[src/onre_sqrt_cell.sv]
// One bit step of the paired integer square-root chain.
module onre_sqrt_cell #(
    parameter int  RAD_W  = 30,
    parameter int  ROOT_W = 15,
    parameter int  K      = 0,
    parameter type SIDE_T = logic
) (
    input  logic              aclk,
    input  logic              aresetn,
    input  logic              en,
    input  logic              in_valid,
    input  logic [RAD_W-1:0]  in_rem_a,
    input  logic [ROOT_W-1:0] in_root_a,
    input  logic [RAD_W-1:0]  in_rem_b,
    input  logic [ROOT_W-1:0] in_root_b,
    input  SIDE_T             in_side,
    output logic              out_valid,
    output logic [RAD_W-1:0]  out_rem_a,
    output logic [ROOT_W-1:0] out_root_a,
    output logic [RAD_W-1:0]  out_rem_b,
    output logic [ROOT_W-1:0] out_root_b,
    output SIDE_T             out_side
);

    localparam int TW = RAD_W + 2;

    logic              valid_reg;
    logic [RAD_W-1:0]  rem_a_reg, rem_a_next, rem_b_reg, rem_b_next;
    logic [ROOT_W-1:0] root_a_reg, root_a_next, root_b_reg, root_b_next;
    SIDE_T             side_reg;
    logic [TW-1:0]     trial_a, trial_b;

    // (root + 2^K)^2 - root^2 = root*2^(K+1) + 4^K
    always_comb begin
        trial_a = (TW'(in_root_a) << (K + 1)) + (TW'(1) << (2 * K));
        trial_b = (TW'(in_root_b) << (K + 1)) + (TW'(1) << (2 * K));
        rem_a_next  = in_rem_a;
        root_a_next = in_root_a;
        rem_b_next  = in_rem_b;
        root_b_next = in_root_b;
        if (TW'(in_rem_a) >= trial_a) begin
            rem_a_next  = RAD_W'(TW'(in_rem_a) - trial_a);
            root_a_next = in_root_a | (ROOT_W'(1) << K);
        end
        if (TW'(in_rem_b) >= trial_b) begin
            rem_b_next  = RAD_W'(TW'(in_rem_b) - trial_b);
            root_b_next = in_root_b | (ROOT_W'(1) << K);
        end
    end

    always_ff @(posedge aclk) begin
        if (!aresetn) begin
            valid_reg <= 1'b0;
        end else if (en) begin
            valid_reg <= in_valid;
        end
    end

    always_ff @(posedge aclk) begin
        if (en) begin
            rem_a_reg  <= rem_a_next;
            root_a_reg <= root_a_next;
            rem_b_reg  <= rem_b_next;
            root_b_reg <= root_b_next;
            side_reg   <= in_side;
        end
    end

    assign out_valid  = valid_reg;
    assign out_rem_a  = rem_a_reg;
    assign out_root_a = root_a_reg;
    assign out_rem_b  = rem_b_reg;
    assign out_root_b = root_b_reg;
    assign out_side   = side_reg;

endmodule

[config.mk]
export PLATFORM = sky130hd
export DESIGN_NAME = onre_sqrt_cell
export DESIGN_NICKNAME = d
export VERILOG_FILES = /design/src/onre_sqrt_cell.sv
export SDC_FILE = /design/constraint.sdc
export NUM_CORES = 1
export LEC_CHECK = 0
export ABC_CLOCK_PERIOD_IN_PS = 8300
export BUFFER_PORTS_ARGS = -buffer_cell sky130_fd_sc_hd__buf_2
export CORE_MARGIN = 5
export CORE_UTILIZATION = 30
export CTS_BUF_LIST = sky130_fd_sc_hd__clkbuf_16
export CTS_CLUSTER_SIZE = 25
export DETAILED_ROUTE_END_ITERATION = 6
export SYNTH_ARGS = -nofsm -noshare
export SYNTH_HDL_FRONTEND = slang
export SYNTH_SLANG_ARGS = --single-unit
export TNS_END_PERCENT = 10
[constraint.sdc]
create_clock -name aclk -period 8.3 [get_ports aclk]
set_input_delay 0.83 -clock aclk [delete_from_list [all_inputs] [get_ports aclk]]
set_output_delay 0.83 -clock aclk [all_outputs]
set_load 0.01 [all_outputs]
After elaboration in Yosys (flattened, before gate mapping)

Cells that the tools add are included.
W data, S select, Z words.

Bits in registers: 92
Bits of input ports: 95
Output and inout port bits: 92
Logic and storage cells: 16

Add/sub/neg operators: 4
Order comparisons: 2
Muxes and demuxes: 2

Operators with widths:

| kind                    | number |
|---|---|
| $ge A30 B17 Y1          | 2 |
| $mux W30                | 2 |
| $sub A30 B17 Y30        | 2 |
| $add A16 B1 Y17 const B | 2 |

Longest topological paths before layout

Gate-level depths: netlist of run 1.

Depth after elaboration: 3
Depth in mapped cells: 12

Least setup slack after synthesis of run 1

No wires, ideal clock.

Kind: input-to-reg
From: in in_root_a[4]
To: reg rem_a_reg[28] (netlist: out_rem_a[28]), data pin
Setup time: 0.258 ns
Arrival time: 2.963 ns
Data required time: 8.042 ns
Setup slack: 5.079 ns
Stages: 9
Buffers on the path: 0
Cell sequence: inv_1 ha_1 a21o_1 or3_1 o21ba_2 a221o_1 nand3b_4 or4_4 xnor2_2

Word-level cells in the longest chain between the ends: 3
Elaborated cells between the ends (all ways): 4
Classes of those cells: add/sub: 2; order compare: 1; mux: 1

RTL lines:

| item                                               | RTL line | source |
|---|---|---|
| start: declaration                                 | 13       | `input logic [ROOT_W-1:0] in_root_a,` |
| $add A16 B1 Y17 (*)                                | 35       | `trial_a = (TW'(in_root_a) << (K + 1)) + (TW'(1) << (2 * K));` |
| $sub A30 B17 Y30 or $ge A30 B17 Y1 (tied branches) | 42, 41   |  |
| $mux W30 (*)                                       | 41       | `if (TW'(in_rem_a) >= trial_a) begin` |
| named net rem_a_next[28]                           | 28       | `logic [RAD_W-1:0] rem_a_reg, rem_a_next, rem_b_reg, rem_b_next;` |
| end signal: assignment                             | 61       | `rem_a_reg <= rem_a_next;` |
| end: declaration                                   | 28       |  |

The timed path passes the listed nets; every way through them passes the cells marked *.
A chain may end at the register's enable or synchronous reset.

Final worst setup path of run 1

From: in in_root_a[14]
To: reg rem_a_reg[28] (netlist: out_rem_a[28]), data pin

The elaborated chain is that of the path after synthesis.

==> impl_metrics.toml, run 1 <==
[outcome]
outcome = "complete, no violations"

[final_layout]
drive_gt1_share_pct = 34.30
final_cells = 918
syn_to_final_growth_pct = 25.80
fin_nets = 812
fillers = 1869
final_common_cell = "buf_2"
final_core_util_pct = 38.58
final_cell_mix = "buf_2, edfxtp_1, nor2_1, a21oi_1, inv_1"
stdcell_area_sq_um = 6954

[logic_synthesis]
yosysUniqueCellTypes = 60
synthesis.area_sq_um = 5528
syn_inst = 496
synth-simple-area-share_pct = 14.49
synth_mux_area_share_pct = 1.607
synth-edff-count = 91
avgSynthCellArea_sq_um = 11.14
synth_seq_cells = 92
synth_top_family_by_area = "simple AND/OR/NAND/NOR gates"
synth-compound-area-share_pct = 13.13
synth_warnings = 0
synthAdderAreaFrac_pct = 7.967
syn-num-nets = 625
ys.flop_type = "edfxtp_1"
synth-xor-area-share_pct = 8.850
synthArstFlopShare_pct = 0
yosysSeqAreaShare_pct = 49.80

[clock_network]
cts_resized = 0
post_cts_buffers = 0
cts_sinks = 92
clock_latency_ps = 350
cts_buffers = 9
path_clk_slew_ps = 70
holdBufCountCts = 0
cts_root_buf = "clkbuf_16"
htree_num_levels = 3
clk_path_buf_depth = 2
cts_tree = "done"

[placed_design]
port_buffers = 186
placed_area_sq_um = 6675
hpwl_um = 11960
dp.cells = 901
routabilityCongestion = 0.8073

[grt]
antenna_found_initial = 3
grt_use_total_pct = 13.81
grt_overflow = 0
grt_pass1_wl_um = 23600
grt_pass1_vias = 4503
grt_max_degree = 57

[detailed_routing]
viasPerCell = 4.796
drt-total-wl_um = 15090
avgRoutedWirePerCell_um = 16.43
drtPass1Iterations = 4
drcViolationCount = 0
vias = 4403
drtIter0Drc = 253
ant_nets = 0

[worst_setup_path]
cp-end-kind = "flop"
worst-setup-path-type = "in2reg"
required_ps = 8410
worstPathArrival_ps = 3250
cp-start-kind = "input port"
path_max_fanout = 27

[power_and_ir_drop]
p_per_area_nw_per_um2 = 183.4
power.leakage_nw = 2.907
power_mw = 1.275
ir_drop_mv = 0.09293

[die]
rows = 49
die_h_um = 145.7
core-area_sq_um = 18020
start_util_pct = 30.67
die_width_um = 145.7
dieArea_sq_um = 21240
num_io_pins = 187

[timing]
post-route-period-util_pct = 37.85
setup_tns_ps = 0
max_slew_margin_pct = 50.17
setup-violations-final = 0
drv_slew = 0
finalHoldViolCount = 0
fin_crit_ps = 3141
max_freq_mhz = 318.3
rsz0062_at_grt = "no"
worstMarginPinSlew_ps = 747.4
finalClockSkew_ps = 0

[run]
drv_cap = 0

[hold_path]
hold_path.class = "reg2reg"
==> kinds of logic (layout without fill, tap and decap cells) <==
kind of cell,Yosys count,in the layout
and+or+nand+nor,144,144
AOI/OAI and AO/OA,113,113
DFF,92,92
xor gates and xnor gates,55,55
buffers and inverters,50,242
adders and majority gates,34,34
muxes,8,8
other,0,1
==> sequential cells by signal (all words and copies together), names as in the netlist <==
name        count
out_rem_a      30
out_rem_b      30
out_root_a     15
out_root_b     15
out_side        1
out_valid       1
==> path summary, 6_finish.rpt <==
| check | slack, ps | end | from | cells after the start |
|---|---|---|---|---|
| setup / recovery | 5160 | out_rem_a[28] | in_root_a[14] | 11 |
| hold / removal | 530 | out_valid | out_valid | 2 |
| setup reg to reg | 7690 | out_valid | out_valid | 2 |
| hold reg to reg | 530 | out_valid | out_valid | 2 |
==> cells in the mapped netlist (all sizes together), types with 2 or more instances <==
master | count | area, sq um
mux2 | 7 | 78.83
nand2 | 31 | 136.4
buf | 5 | 61.31
nand3b | 4 | 42.54
a2111oi | 2 | 17.52
edfxtp | 91 | 2733
xnor2 | 25 | 226.5
nor2b | 5 | 31.28
a21o | 4 | 30.03
o21a | 5 | 37.54
nand4b | 2 | 17.52
a31o | 2 | 17.52
and3 | 2 | 12.51
a21oi | 42 | 214.0
o31a | 2 | 17.52
o21bai | 5 | 37.54
clkbuf | 7 | 26.28
a211oi | 5 | 42.54
nor4 | 9 | 77.57
nand3 | 8 | 40.04
fa | 2 | 40.04
nor3 | 11 | 55.05
ha | 32 | 400.4
or3 | 9 | 56.30
nand4 | 10 | 62.56
inv | 38 | 142.6
nand2b | 2 | 12.51
o21ai | 31 | 185.2
or4 | 5 | 45.04
o31ai | 3 | 22.52
nor2 | 41 | 153.9
xor2 | 30 | 262.8
o211ai | 4 | 35.03
a41oi | 2 | 17.52
==> metrics by stage <==
stage          worst slack (ps)  hold WS [ps]
3_3_place_gp               4800         498.3
3_5_place_dp               4767         509.7
4_1_cts                    5138         532.4
6_report                   5159         528.6
5_1_grt                    4990         564.0
2_1_floorplan              5079         538.3
==> final cells by class <==
type	count	area (sq um)	area share, %
diodes	1	2.502	0.03598
clock buffers	9	225.2	3.239
clock inverters	7	51.30	0.7377
inverters	38	142.6	2.051
multi-input cells	354	2545	36.60
flip-flops and latches	92	2753	39.58
well taps	229	286.5	4.120
repair buffers	188	948.4	13.64
==> power breakdown <==
part	leakage (nW)	internal, mW	switching, mW
Clock	0.132	0.205	0.195
Combinational	1.88	0.122	0.168
Sequential	0.900	0.573	0.0125
Total	2.91	0.900	0.375
==> critical path, stage by stage <==
cell,delay [ps]
buf_2,90
inv_1,40
ha_1,430
nand4_1,150
nor4_1,360
nand4b_1,220
a211o_1,120
buf_4,290
nand3b_4,130
or4_4,450
xnor2_2,140
==> metal layers <==
metal,vias up,routed length (um),global-route usage (%)
li1,2200,-,-
met1,2042,6506,16.67
met2,141,7341,23.67
met3,16,1003,4.111
met4,4,219,4.338
met5,-,14,0
Power figures use the tool's default switching activity.
==> run 2: changes to the inputs <==
- ABC_AREA: unset -> 1
- ABC_CLOCK_PERIOD_IN_PS: 8300 -> 2820
- clock period: 8.3 -> 2.82 ns (I/O delays scaled with it)
==> impl_metrics.toml, run 2 <==
[power_and_ir_drop]
switching_share_pct = 30.75
p_per_area_nw_per_um2 = 486.5
seq_power_share_pct = 42.0
power.leakage_nw = 4.387
p_sw_mw = 1.256
power.internal_mw = 2.830
power_frac_comb_pct = 25.1
ir_drop_mv = 0.2695
clkPwrFrac_pct = 32.9

[die]
num_io_pins = 187
core-area_sq_um = 22500
die_h_um = 160.8
start_util_pct = 30.31
die_width_um = 160.8
rows = 55
dieArea_sq_um = 25850

[final_layout]
num_antenna_cells = 0
stdcell_area_sq_um = 8398
final_cell_mix = "nand2_1, inv_1, buf_2, edfxtp_1, nor2_1"
syn_to_final_growth_pct = 23.11
drive_gt1_share_pct = 19.91
fillers = 2429
seq_area_sq_um = 2753
final_common_cell = "nand2_1"
fin_nets = 1284
multi_input_area_sq_um = 3283

[timing]
max_freq_mhz = 487.7
rsz0062_at_grt = "no"
drv_slew = 0
max_slew_margin_pct = 63.72
worstMarginPinSlew_ps = 540.1
finalHoldViolCount = 0
finalClockSkew_ps = 0
post-route-period-util_pct = 72.71
setup_tns_ps = 0
fin_crit_ps = 2050
whs_ps = 99.49
setup-violations-final = 0

[grt]
grt_pass1_vias = 6676
grt_overflow = 0
grt_pass1_wl_um = 34130
busiest_layer = "met2"
antenna_found_initial = 0
grt_max_degree = 56
grtUsageMet3_pct = 2.797
gr-usage-met1_pct = 19.56
grt_use_total_pct = 16.59
met2_usage_pct = 30.37

[clock_network]
clock_latency_ps = 350
htree_num_levels = 3
holdBufCountCts = 0
cts_resized = 0
path_clk_slew_ps = 70
cts_buffers = 9
cts_tree = "done"
cts_root_buf = "clkbuf_16"
post_cts_buffers = 0
cts_sinks = 92
clk_path_buf_depth = 2

[logic_synthesis]
synthesis.area_sq_um = 6822
syn_inst = 962
ys_top_cells_by_area = "edfxtp_1, nand2_1, inv_1"
yosysUniqueCellTypes = 30
synth_warnings = 0
ys.flop_type = "edfxtp_1"
syn-num-nets = 1091
yosysMostFrequentCell = "nand2_1"
synthArstFlopShare_pct = 0
yosysSeqAreaShare_pct = 40.35
synth_seq_cells = 92
yosysTopAreaCellShare_pct = 40.06
avgSynthCellArea_sq_um = 7.091
yosys-top-cells-count = "nand2_1, inv_1, edfxtp_1, nor2_1, nand3_1"
synth_top_area_cell = "edfxtp_1"
synth-edff-count = 91

[placed_design]
port_buffers = 186
placed_area_sq_um = 8080
routabilityCongestion = 0.9199
hpwl_um = 17750

[worst_setup_path]
worst-r2r-setup-slack_ps = 2170
cp-start-kind = "input port"
regToRegEndpoint = "out_valid"
cp-end-kind = "flop"
required_ps = 2930
critPathCapture = "out_rem_a[15]"
path_max_fanout = 24
worst-setup-path-type = "in2reg"
worstPathArrival_ps = 2160
crit_start = "in_rem_a[0]"
r2r-start = "out_valid"
reg2reg_depth = 2

[hold_path]
hold_path.class = "in2reg"

[outcome]
outcome = "complete, no violations"

[run]
drv_cap = 0

[detailed_routing]
drtPass1Iterations = 4
drcViolationCount = 0
viasPerCell = 4.482
vias = 6476
drtIter0Drc = 258
avgRoutedWirePerCell_um = 14.87
drt-total-wl_um = 21490
ant_nets = 0
[run 2: critical path, stage by stage]
cell,delay [ps]
buf_2,130
inv_1,60
fa_1,420
nor3_1,300
o21bai_1,160
nand2_2,100
nand2_2,80
nand2_4,240
inv_4,190
nand2_1,110
nand2_1,60
[run 2: through the flow]
stage	total power [mW]	util, %	setup WS, ps	std cells
2_1_floorplan	2.351	-	903.3	962
3_3_place_gp	2.780	35.91	411.5	1429
3_5_place_dp	2.784	35.91	365.7	1429
4_1_cts	4.134	37.32	739.7	1445
5_1_grt	4.317	37.32	515.2	1445
6_report	4.086	37.32	769.6	1445
[run 2: area by class of cell]
type,count,area share [%]
clock buffers,9,2.682
repair buffers,190,11.62
inverters,189,8.477
multi-input cells,673,39.09
well taps,285,4.246
flip-flops and latches,92,32.78
clock inverters,7,1.103
[run 2: how the worst min path moves through the flow]
stage | start | endpoint | cells past startpoint
6_report | in_side | out_side | 1
5_1_grt | in_side | out_side | 1
4_1_cts | in_side | out_side | 1
3_5_place_dp | in_side | out_side | 1
3_3_place_gp | in_side | out_side | 1
2_1_floorplan | en | out_valid | 1
[run 2: power groups by stage]
stage	Combinational (mW)	Sequential, mW	Clock [mW]
floorplan	0.516	1.84	0
CTS	1.04	1.72	1.37
detailed placement	1.04	1.75	0
finish	1.03	1.72	1.34
global placement	1.03	1.75	0
global route	1.16	1.73	1.42
[run 2: cells by family (layout without fill, tap and decap cells)]
| logic type | after synthesis | count (layout) | synth area share, % |
|---|---|---|---|
| flops | 92 | 92 | 40.35 |
| compound gates | 52 | 52 | 4.439 |
| fa+ha+maj | 34 | 34 | 6.456 |
| buf+inv | 197 | 395 | 11.52 |
| simple gates | 562 | 562 | 34.02 |
| xor+xnor | 25 | 25 | 3.210 |
[run 2: per-layer routing]
metal,wire length (um),vias up
li1,-,3393
met1,9272,2882
met2,10590,171
met3,1081,30
met4,546,0
met5,0,-
