--- config.mk ---
export PLATFORM = sky130hd
export DESIGN_NAME = onre_div_cell
export DESIGN_NICKNAME = d
export VERILOG_FILES = /design/src/onre_div_cell.sv
export SDC_FILE = /design/constraint.sdc
export NUM_CORES = 1
export LEC_CHECK = 0
export ABC_AREA = 1
export BUFFER_PORTS_ARGS = -buffer_cell sky130_fd_sc_hd__buf_2
export CORE_MARGIN = 5
export CORE_UTILIZATION = 43
export CTS_CLUSTER_SIZE = 40
export DETAILED_ROUTE_END_ITERATION = 12
export PLACE_DENSITY_LB_ADDON = 0.15
export RECOVER_POWER = 25
export SYNTH_ARGS = -nofsm -noshare
export SYNTH_HDL_FRONTEND = slang
export SYNTH_SLANG_ARGS = --single-unit
--- constraint.sdc ---
create_clock -name aclk -period 3.5 [get_ports aclk]
set_input_delay 0 -clock aclk [delete_from_list [all_inputs] [get_ports aclk]]
set_output_delay 0 -clock aclk [all_outputs]
set_load 0.005 [all_outputs]
--- src/onre_div_cell.sv ---
// One quotient bit step of the paired restoring divider chain.
module onre_div_cell #(
    parameter int  NA_W   = 47,
    parameter int  DA_W   = 30,
    parameter int  NB_W   = 30,
    parameter int  DB_W   = 16,
    parameter int  Q_W    = 16,
    parameter int  K      = 0,
    parameter type SIDE_T = logic
) (
    input  logic            aclk,
    input  logic            aresetn,
    input  logic            en,
    input  logic            in_valid,
    input  logic [NA_W-1:0] in_rem_a,
    input  logic [DA_W-1:0] in_div_a,
    input  logic [Q_W-1:0]  in_quo_a,
    input  logic [NB_W-1:0] in_rem_b,
    input  logic [DB_W-1:0] in_div_b,
    input  logic [Q_W-1:0]  in_quo_b,
    input  SIDE_T           in_side,
    output logic            out_valid,
    output logic [NA_W-1:0] out_rem_a,
    output logic [DA_W-1:0] out_div_a,
    output logic [Q_W-1:0]  out_quo_a,
    output logic [NB_W-1:0] out_rem_b,
    output logic [DB_W-1:0] out_div_b,
    output logic [Q_W-1:0]  out_quo_b,
    output SIDE_T           out_side
);

    localparam int CA_W = (NA_W > DA_W + Q_W) ? NA_W : DA_W + Q_W;
    localparam int CB_W = (NB_W > DB_W + Q_W) ? NB_W : DB_W + Q_W;

    logic            valid_reg;
    logic [NA_W-1:0] rem_a_reg, rem_a_next;
    logic [NB_W-1:0] rem_b_reg, rem_b_next;
    logic [DA_W-1:0] div_a_reg;
    logic [DB_W-1:0] div_b_reg;
    logic [Q_W-1:0]  quo_a_reg, quo_a_next, quo_b_reg, quo_b_next;
    SIDE_T           side_reg;
    logic [CA_W-1:0] sh_a;
    logic [CB_W-1:0] sh_b;

    // subtract the shifted divisor where it fits
    always_comb begin
        sh_a = CA_W'(in_div_a) << K;
        sh_b = CB_W'(in_div_b) << K;
        rem_a_next = in_rem_a;
        quo_a_next = in_quo_a;
        rem_b_next = in_rem_b;
        quo_b_next = in_quo_b;
        if (CA_W'(in_rem_a) >= sh_a) begin
            rem_a_next = NA_W'(CA_W'(in_rem_a) - sh_a);
            quo_a_next = in_quo_a | (Q_W'(1) << K);
        end
        if (CB_W'(in_rem_b) >= sh_b) begin
            rem_b_next = NB_W'(CB_W'(in_rem_b) - sh_b);
            quo_b_next = in_quo_b | (Q_W'(1) << K);
        end
    end

    always_ff @(posedge aclk) begin
        if (!aresetn) begin
            valid_reg <= 1'b0;
        end else if (en) begin
            valid_reg <= in_valid;
        end
    end

    always_ff @(posedge aclk) begin
        if (en) begin
            rem_a_reg <= rem_a_next;
            div_a_reg <= in_div_a;
            quo_a_reg <= quo_a_next;
            rem_b_reg <= rem_b_next;
            div_b_reg <= in_div_b;
            quo_b_reg <= quo_b_next;
            side_reg  <= in_side;
        end
    end

    assign out_valid = valid_reg;
    assign out_rem_a = rem_a_reg;
    assign out_div_a = div_a_reg;
    assign out_quo_a = quo_a_reg;
    assign out_rem_b = rem_b_reg;
    assign out_div_b = div_b_reg;
    assign out_quo_b = quo_b_reg;
    assign out_side  = side_reg;

endmodule
== After elaboration in Yosys (flattened, before gate mapping) ==
Index checks and enable logic that the tools add are counted.
Widths: inputs -> output; s select.

* Add/sub/neg operators: 2
* $lt $le $gt $ge: 2
* Mux-type cells: 2

{| class="wikitable"
|+ Operator list
! kind !! number
|-
| $ge 47x30->1 || 1
|-
| $mux 47 || 1
|-
| $sub 47x30->47 || 1
|-
| $ge 30x16->1 || 1
|-
| $mux 30 || 1
|-
| $sub 30x16->30 || 1
|}

* Flip-flop bits (word level): 157
* Output and inout bits: 157
* Word-level logic and storage cells: 16

== Depth between registers and ports, before layout ==
Gate-level depths: netlist of run 1.

* Depth in word-level cells: 2
* Depth in mapped cells: 17

== Worst setup path before layout of run 1 ==
No wires, ideal clock.

* Path kind: in2reg
* Start: in in_rem_b[0]
* End: reg rem_b_reg[10], in the netlist out_rem_b[10] (data pin)
* Library setup time: 0.252 ns
* Arrival: 1.633 ns
* Setup slack: 1.615 ns
* Cell stages on the path: 14
* Cells stage by stage: inv_1 ha_1 fa_1 o21ai_2 nand2_1 nand2_1 nand2_1 nand2_1 nand2_1 nand3_2 inv_2 buf_6 nand2_1 nand2_1

* Word-level cells in the longest chain between the ends: 2
* Elaborated cells between the ends (all ways): 3
* Classes of those cells: 1 x add/sub; 1 x order compare; 1 x mux

{| class="wikitable"
|+ Ends and longest elaborated chain
! item !! line !! text
|-
| from (decl) || 18 || <nowiki>input logic [NB_W-1:0] in_rem_b,</nowiki>
|-
| $sub 30x16->30 / $ge 30x16->1 (equally long branches) || 58, 57 ||
|-
| $mux 30 (*) || 57 || <nowiki>if (CB_W'(in_rem_b) >= sh_b) begin</nowiki>
|-
| net rem_b_next[10] || 37 || <nowiki>logic [NB_W-1:0] rem_b_reg, rem_b_next;</nowiki>
|-
| to (signal assigned) || 76 || <nowiki>rem_b_reg <= rem_b_next;</nowiki>
|-
| to (decl) || 37 ||
|}

Mark *: on every way through the listed nets, which the timed path passes. The rest lies on a longest branch.
A chain may end at the register's enable or synchronous reset.

== Worst setup path in the final report of run 1 ==
* Start: in in_rem_b[0]
* End: reg rem_b_reg[27], in the netlist out_rem_b[27] (data pin)

Same word-level chain as after synthesis.

==> results of run 1 <==
[area by class of cell]
class / count / area share (%)
timing repair buffer: 476 / 21.8
tap: 319 / 2.77
sequential: 157 / 32.6
clock inverter: 15 / 1.32
inverter: 246 / 6.40
clock buffer: 17 / 2.95
multi-input combinational: 931 / 32.1
antenna: 1 / 0.0173
[worst paths after layout]
path	startpoint	to	slack [ns]	cells after the start
worst max-delay path	in_rem_b[0]	out_rem_b[27]	0.81	14
worst min-delay path	in_rem_b[24]	out_rem_b[24]	0.02	5
worst max register to register	out_valid	out_valid	2.29	3
worst min register to register	out_valid	out_valid	1.12	3
[state kept, by name, summed over array words and instances, names as in the netlist]
name,flops
out_div_a,30
out_valid,1
out_rem_a,47
out_quo_b,16
out_quo_a,16
out_side,1
out_rem_b,30
out_div_b,16
[metrics by stage]
stage	std cells	util (%)	area, sq um	power (W)
after CTS	2161	61.3	14500	0.00570
after global routing	2161	61.1	14400	0.00595
final	2162	61.1	14400	0.00566
after detailed placement	1974	52.1	12300	0.00360
after floorplan	1346	-	10400	0.00303
after global placement	1974	52.1	12300	0.00360
[worst register-to-register path, cell delays in order, from the launching register on]
cell and delay [ns]:
dfxtp_1 0.31, o21ai_0 0.16, a21oi_1 0.06, dlygate4sd3_1 0.57
[cells in the final DEF (no fill, tap or decap), types with 2 or more instances in the layout]
master and instances:
a21oi_1 55, a21oi_2 10, buf_12 2, buf_2 278, buf_4 3, clkbuf_1 36, clkbuf_16 17, clkbuf_2 2
clkinv_4 4, clkinv_8 3, dlygate4sd3_1 155, edfxtp_1 156, fa_1 2, ha_1 46, inv_1 241, inv_2 4
inv_8 6, nand2_1 474, nand2_2 12, nand3_1 69, nand3_2 2, nand3b_1 11, nand4_1 18, nor2_1 115
nor2_2 6, nor3_1 20, o21ai_0 31, o21ai_2 11, o21bai_1 2, or2_1 2, xnor2_1 18, xor2_1 15
[layer usage]
layer	wire length, um	global-route usage (%)	vias up
met4	804	7.07	0
met3	2110	3.92	58
met5	0	0	-
met2	18300	47.8	359
met1	14200	30.4	4653
li1	-	-	5264
[kinds of logic after synthesis]
kind of cell    count (synthesis)  share of synthesized area [%]
compound gates                113                           6.35
flops                         157                           45.4
buf+inv                       258                           9.88
fa+ha+maj                      48                           5.94
xor+xnor                       33                           2.79
simple gates                  737                           29.6
[power by group]
| part | leakage (nW) | internal [W] | switching [W] |
|---|---|---|---|
| Sequential | 1.54 | 0.00231 | 0.0000463 |
| Combinational | 5.17 | 0.000569 | 0.000781 |
| Clock | 0.302 | 0.00103 | 0.000922 |
| Total | 7.01 | 0.00391 | 0.00175 |
==> summary.md, run 1 <==
| Metric | Value |
|---|---|
| H-tree Lvls | `4` |
| DR WL/cell | `16.4 um` |
| Netlist cell types | `40` |
| Area grow syn2layout | `39.3%` |
| DRT iter0 DRCs | `620` |
| Syn_nets | `1554` |
| Clk buf depth | `2` |
| CP most frequent cell | `nand2_1` |
| Worst path buffer plus inverter count | `4` |
| Via density | `4.78` |
| Maxcap violations | `1` |
| Min setup slack post-route | `0.812 ns` |
| Starting Density | `43.9%` |
| Synthesis Warnings | `0` |
| List of most frequent post-synthesis cells | `474 x nand2_1, 241 x inv_1, 156 x edfxtp_1` |
| Clock sinks | `157` |
| Port buffer count | `316` |
| Root buffer cell | `clkbuf_16` |
| Worst-Skew Late Latency | `0.43 ns` |
| Hold_buf cts | `155` |
| Main flop type after synthesis | `edfxtp_1` |
| Worst Tran Pin Value | `2.03 ns` |
| Status | `finished with violations` |
| Main area contributors after synthesis | `edfxtp_1 45%, nand2_1 17%, inv_1 8.7%, ha_1 5.6%, nor2_1 4.2%` |
| Clock-pin transition on the worst setup and hold timing paths | `0.07 ns` |
| Flops & latches, synth | `157` |
| Sequential cell area | `4700 sq um` |
| Pre-CTS setup slack | `0.935 ns` |
| Core area | `23600 sq um` |
| Nets | `2037` |
| Worst endpoint required time | `3.74 ns` |
| CTS tree | `done` |
| Syn Area/Cell | `7.70 sq um` |
| Pre-antenna DRT Iters | `5` |
| Worst hold slack | `0.0224 ns` |
| FMAX | `372 MHz` |
| Hold Vio Cnt, Final | `0` |
| Async SR Flop Fraction | `0%` |
| Die W | `165 um` |
| CP endpoint kind | `register` |
| I/O pin cnt | `317` |
| Gr ovfl total | `0` |
| Slew HR | `-35.3%` |
| Synth top area share | `45.2%` |
| DP Wirelength | `27.7 mm` |
| VDD IR max | `236 uV` |
| First-pass GRT wire length | `53.7 mm` |
| Max incr delay on CP | `0.52 ns` |
| Vias in the first global route | `10376` |
| Worst clock skew | `0 ns` |
| Mapped Area | `10400 sq um` |
| Crit Path Category | `primary input to register` |
| # rows | `56` |
| Setup TNS | `0 ns` |
| Critical path launch point type | `primary input` |
| Post-CTS Repair Setup Buffers | `0` |
| GRT Resource Usage Total | `25.6%` |
| Leak | `7.01 nW` |
| DRC viols | `0` |
| Fill count | `2200` |
| RePlAce Congestion | `0.957` |
| Die Ht | `165 um` |
| Antenna violations before repair | `0` |
| Via Count | `10334` |
| EDFF count, synth | `156` |
| PD cells | `392 nW/um^2` |
| Worst hold path class | `primary input to register` |
| Multi-input gate area | `4630 sq um` |
| Slowest CP cell | `dlygate4sd3_1` |
| Critical path cell sequence | `dlygate4sd3_1, buf_2, inv_1, ha_1, fa_1, o21ai_2, nand2_1, nand2_1, nand2_1, nand2_1, nand2_1, nand3_2, inv_2, a21oi_1` |
| Setup Viol. Count Final | `0` |
| Num CTS Buffers | `17` |
| Crit path max-delay family | `buffers and inverters` |
| Share of cells above drive strength 1 | `19.9%` |
| Full die area | `27300 sq um` |
| Synthesized instance count | `1346` |
| Antenna Nets Post-Route | `0` |
| Fin crit share | `76.8%` |
| Drt total wl | `35.4 mm` |
| Sequential area share after synthesis | `45.4%` |
| Count leader, synth | `nand2_1` |
| Largest net degree at the start of global routing | `77` |
| Failing checks | `capacitance limit, slew limit` |
| Synth area leader | `edfxtp_1` |
| CTS resizes | `0` |
| Min Clock Period, post-route | `2.69 ns` |
| Worst endpoint data arrival time | `2.93 ns` |
| RSZ-0062 raised after global routing | `false` |
| CP max FO | `27` |
| Max Slew Vio Count | `76` |
Power figures use the tool's default switching activity.
==> run 2: changes to the inputs <==
ABC_AREA = 0   (was 1)
clock period = 2.45 ns   (was 3.5 ns; I/O delays follow)
==> summary.md, run 2 <==
| Metric | Value |
|---|---|
| Pwr Total | `0.00790 W (+40%)` |
| DP Wirelength | `20.3 mm (-27%)` |
| Int Pwr | `0.00565 W (+45%)` |
| Clock-pin transition on the worst setup and hold timing paths | `0.07 ns (about the same)` |
| Largest net degree at the start of global routing | `55 (-29%)` |
| Num CTS Buffers | `17 (unchanged)` |
| Status | `complete, no violations` |
| Critical path launch point type | `primary input` |
| Slowest CP cell | `dlygate4sd3_1` |
| Sequential cell area | `4700 sq um (unchanged)` |
| I/O pin cnt | `317 (unchanged)` |
| Hold Vio Cnt, Final | `0 (unchanged)` |
| Crit Path Category | `primary input to register` |
| CP most frequent cell | `or4_4` |
| Worst endpoint data arrival time | `2.59 ns (-0.34 ns)` |
| Gr ovfl total | `0 (unchanged)` |
| Clock power frac | `33.2% (-1.4 points)` |
| Sequential area share after synthesis | `54.1% (+8.7 points)` |
| Die Ht | `152 um (-7.9%)` |
| Syn Area/Cell | `11.2 sq um (+45%)` |
| Fill count | `1609 (-27%)` |
| Leading cell types in the layout, fill and taps excluded | `294 x buf_2, 156 x edfxtp_1, 153 x dlygate4sd3_1` |
| Worst hold path class | `primary input to register` |
| Drt total wl | `27.4 mm (-23%)` |
| Full die area | `23200 sq um (-15%)` |
| DRC viols | `0 (unchanged)` |
| Worst Tran Pin Value | `1.42 ns (-0.606 ns)` |
| Slew HR | `5.08% (+40 points)` |
| FMAX | `413 MHz` |
| Maxcap violations | `0 (-1)` |
| Area grow syn2layout | `57.0%` |
| Max Slew Vio Count | `0 (-100%)` |
| Clk buf depth | `2 (unchanged)` |
| Netlist cell types | `73 (+83%)` |
| Clock sinks | `157 (unchanged)` |
| Async SR Flop Fraction | `0% (unchanged)` |
| Synthesized instance count | `780 (-42%)` |
| RePlAce Congestion | `0.872 (-8.8%)` |
| GRT Resource Usage Total | `23.2% (-2.4 points)` |
| Commonest non-fill, non-tap cell in the layout | `buf_2` |
| CTS tree | `done` |
| Hold Crit Depth | `3 (-2)` |
| Nets | `1554 (-24%)` |
| Critical path cell sequence | `dlygate4sd3_1, buf_2, or4_4, nor3b_4, nand3_1, o21ai_2, nor2b_2, and2_4, or4_4, xnor2_2` |
| CP max FO | `5 (-81%)` |
| Max FFs per register | `47 (unchanged)` |
| Worst reg-to-reg path cell count | `3 (unchanged)` |
| Port buffer count | `316 (unchanged)` |
| Starting Density | `43.3% (-0.60 points)` |
| H-tree Lvls | `4 (unchanged)` |
| Post-Place Cells | `1443 (-27%)` |
| Vias in the first global route | `8527 (-18%)` |
| # rows | `52 (-7.1%)` |
| Worst clock skew | `0 ns (unchanged)` |
| Main flop type after synthesis | `edfxtp_1` |
| Flops & latches, synth | `157 (unchanged)` |
| Antenna Nets Post-Route | `0 (unchanged)` |
| DRT iter0 DRCs | `350 (-44%)` |
| First-pass GRT wire length | `43.5 mm (-19%)` |
| Pre-antenna DRT Iters | `6 (+1)` |
| Net Sw Power | `0.00225 W (+29%)` |
| Logic pwr share | `24.1% (+0.2 points)` |
| Leak | `6.00 nW (-14%)` |
| DR WL/cell | `16.8 um (+2.4%)` |
| Root buffer cell | `clkbuf_16` |
| Setup TNS | `0 ns (unchanged)` |
| Max incr delay on CP | `0.53 ns (about the same)` |
| Multi-input gate area | `3830 sq um (-17%)` |
| Crit path max-delay family | `simple AND/OR/NAND/NOR gates` |
| Fin cells | `1633 (-24%)` |
| Worst endpoint required time | `2.62 ns (-1.12 ns)` |
| List of most frequent post-synthesis cells | `156 x edfxtp_1, 82 x a21oi_1, 67 x nor2_1` |
| Synth area leader | `edfxtp_1` |
| Fin crit share | `98.8%` |
| Core area | `20100 sq um (-15%)` |
| Die W | `152 um (-7.9%)` |
| Final Util | `68.0% (+6.9 points)` |
| Syn_nets | `988 (-36%)` |
| Count leader, synth | `edfxtp_1` |
| Sw Share | `28.5% (-2.4 points)` |
| Share of cells above drive strength 1 | `35.9% (+16 points)` |
| EDFF count, synth | `156 (unchanged)` |
| Via Count | `8137 (-21%)` |
| Mapped Area | `8700 sq um (-16%)` |
| Main area contributors after synthesis | `edfxtp_1 54%, ha_1 6.6%, a21oi_1 4.7%, xnor2_1 4.1%, nor2_1 2.9%` |
| Min Clock Period, post-route | `2.42 ns` |
| Synth top area share | `53.8% (+8.6 points)` |
| PD cells | `578 nW/um^2 (+47%)` |
| Synthesis Warnings | `0 (unchanged)` |
| Seq pwr share | `42.7% (+1.1 points)` |
| VDD IR max | `434 uV (+84%)` |
| Antenna violations before repair | `6 (+6)` |
| Via density | `4.98 (+4.2%)` |
| Total stage count of the critical path | `10 (-4)` |
| Worst path buffer plus inverter count | `2 (-2)` |
| Setup Viol. Count Final | `0 (unchanged)` |
| Worst-Skew Late Latency | `0.41 ns (-0.02 ns)` |
| CP endpoint kind | `register` |
-- run 2: cell count changes after synthesis, moves of 23 or more --
cell	change
nand3_1	-53
nand2_1	-426
nor2_1	-48
a21oi_1	+27
inv_1	-179
xnor2_1	+23
-- run 2: routing by layer --
layer  track usage, %  part of all wire (%)  wire length (um)
met5                0                 0.095                26
met4             9.55                   3.3               902
met3             6.65                   6.7              1830
met2             41.5                    51             14000
met1             25.9                    39             10600
-- run 2: layout make-up --
type | count | area share [%]
clock inverters | 15 | 1.23
clock buffers | 17 | 3.11
multi-input cells | 531 | 28.0
inverters | 62 | 1.70
well taps | 270 | 2.47
repair buffers | 577 | 29.0
flip-flops and latches | 157 | 34.4
diodes | 4 | 0.0733
-- run 2: what timing repair did --
action                                  in CTS  in global routing
endpoints found under the setup margin       0                 64
hold buffers                               155                  0
buffers inserted                             0                  1
resized for setup                            0                 28
hold endpoints to repair                   154                  0
-- run 2: cell families after synthesis --
logic type,count (synthesis),synth area share (%)
adders and majority gates,48,7.08
AOI/OAI and AO/OA,181,13.4
buffers and inverters,92,4.23
and+or+nand+nor,224,13.0
xor gates and xnor gates,69,7.03
DFF,157,54.1
muxes,9,1.14
-- run 2: metrics by stage --
stage | worst slack, ns | hold slack [ns] | instance area [sq um]
2_1_floorplan | 0.00101 | 0.0989 | 8750
3_3_place_gp | -0.209 | 0.176 | 11400
3_5_place_dp | -0.251 | 0.178 | 11400
4_1_cts | 0.00173 | 0.000659 | 13500
5_1_grt | -0.0302 | 0.0367 | 13700
6_report | 0.0295 | 0.0349 | 13700
-- run 2: power groups by stage --
| stage | clock network (W) | logic, W | registers, W |
|---|---|---|---|
| after global placement | 0 | 0.00165 | 0.00342 |
| after floorplan | 0 | 0.000746 | 0.00347 |
| after detailed placement | 0 | 0.00166 | 0.00342 |
| final | 0.00263 | 0.00190 | 0.00337 |
| after CTS | 0.00269 | 0.00187 | 0.00337 |
| after global routing | 0.00282 | 0.00208 | 0.00340 |
-- run 2: worst paths after layout --
path,start,to,slack (ns)
worst min register to register,out_valid,out_valid,1.08
worst max register to register,out_valid,out_valid,1.31
worst min-delay path,in_rem_a[33],out_rem_a[33],0.03
worst max-delay path,in_rem_a[37],out_rem_a[34],0.03
-- run 2: tightest hold or removal path, stage by stage --
cell and delay, ns:
buf_2 0.10, buf_4 0.12, xnor2_1 0.12
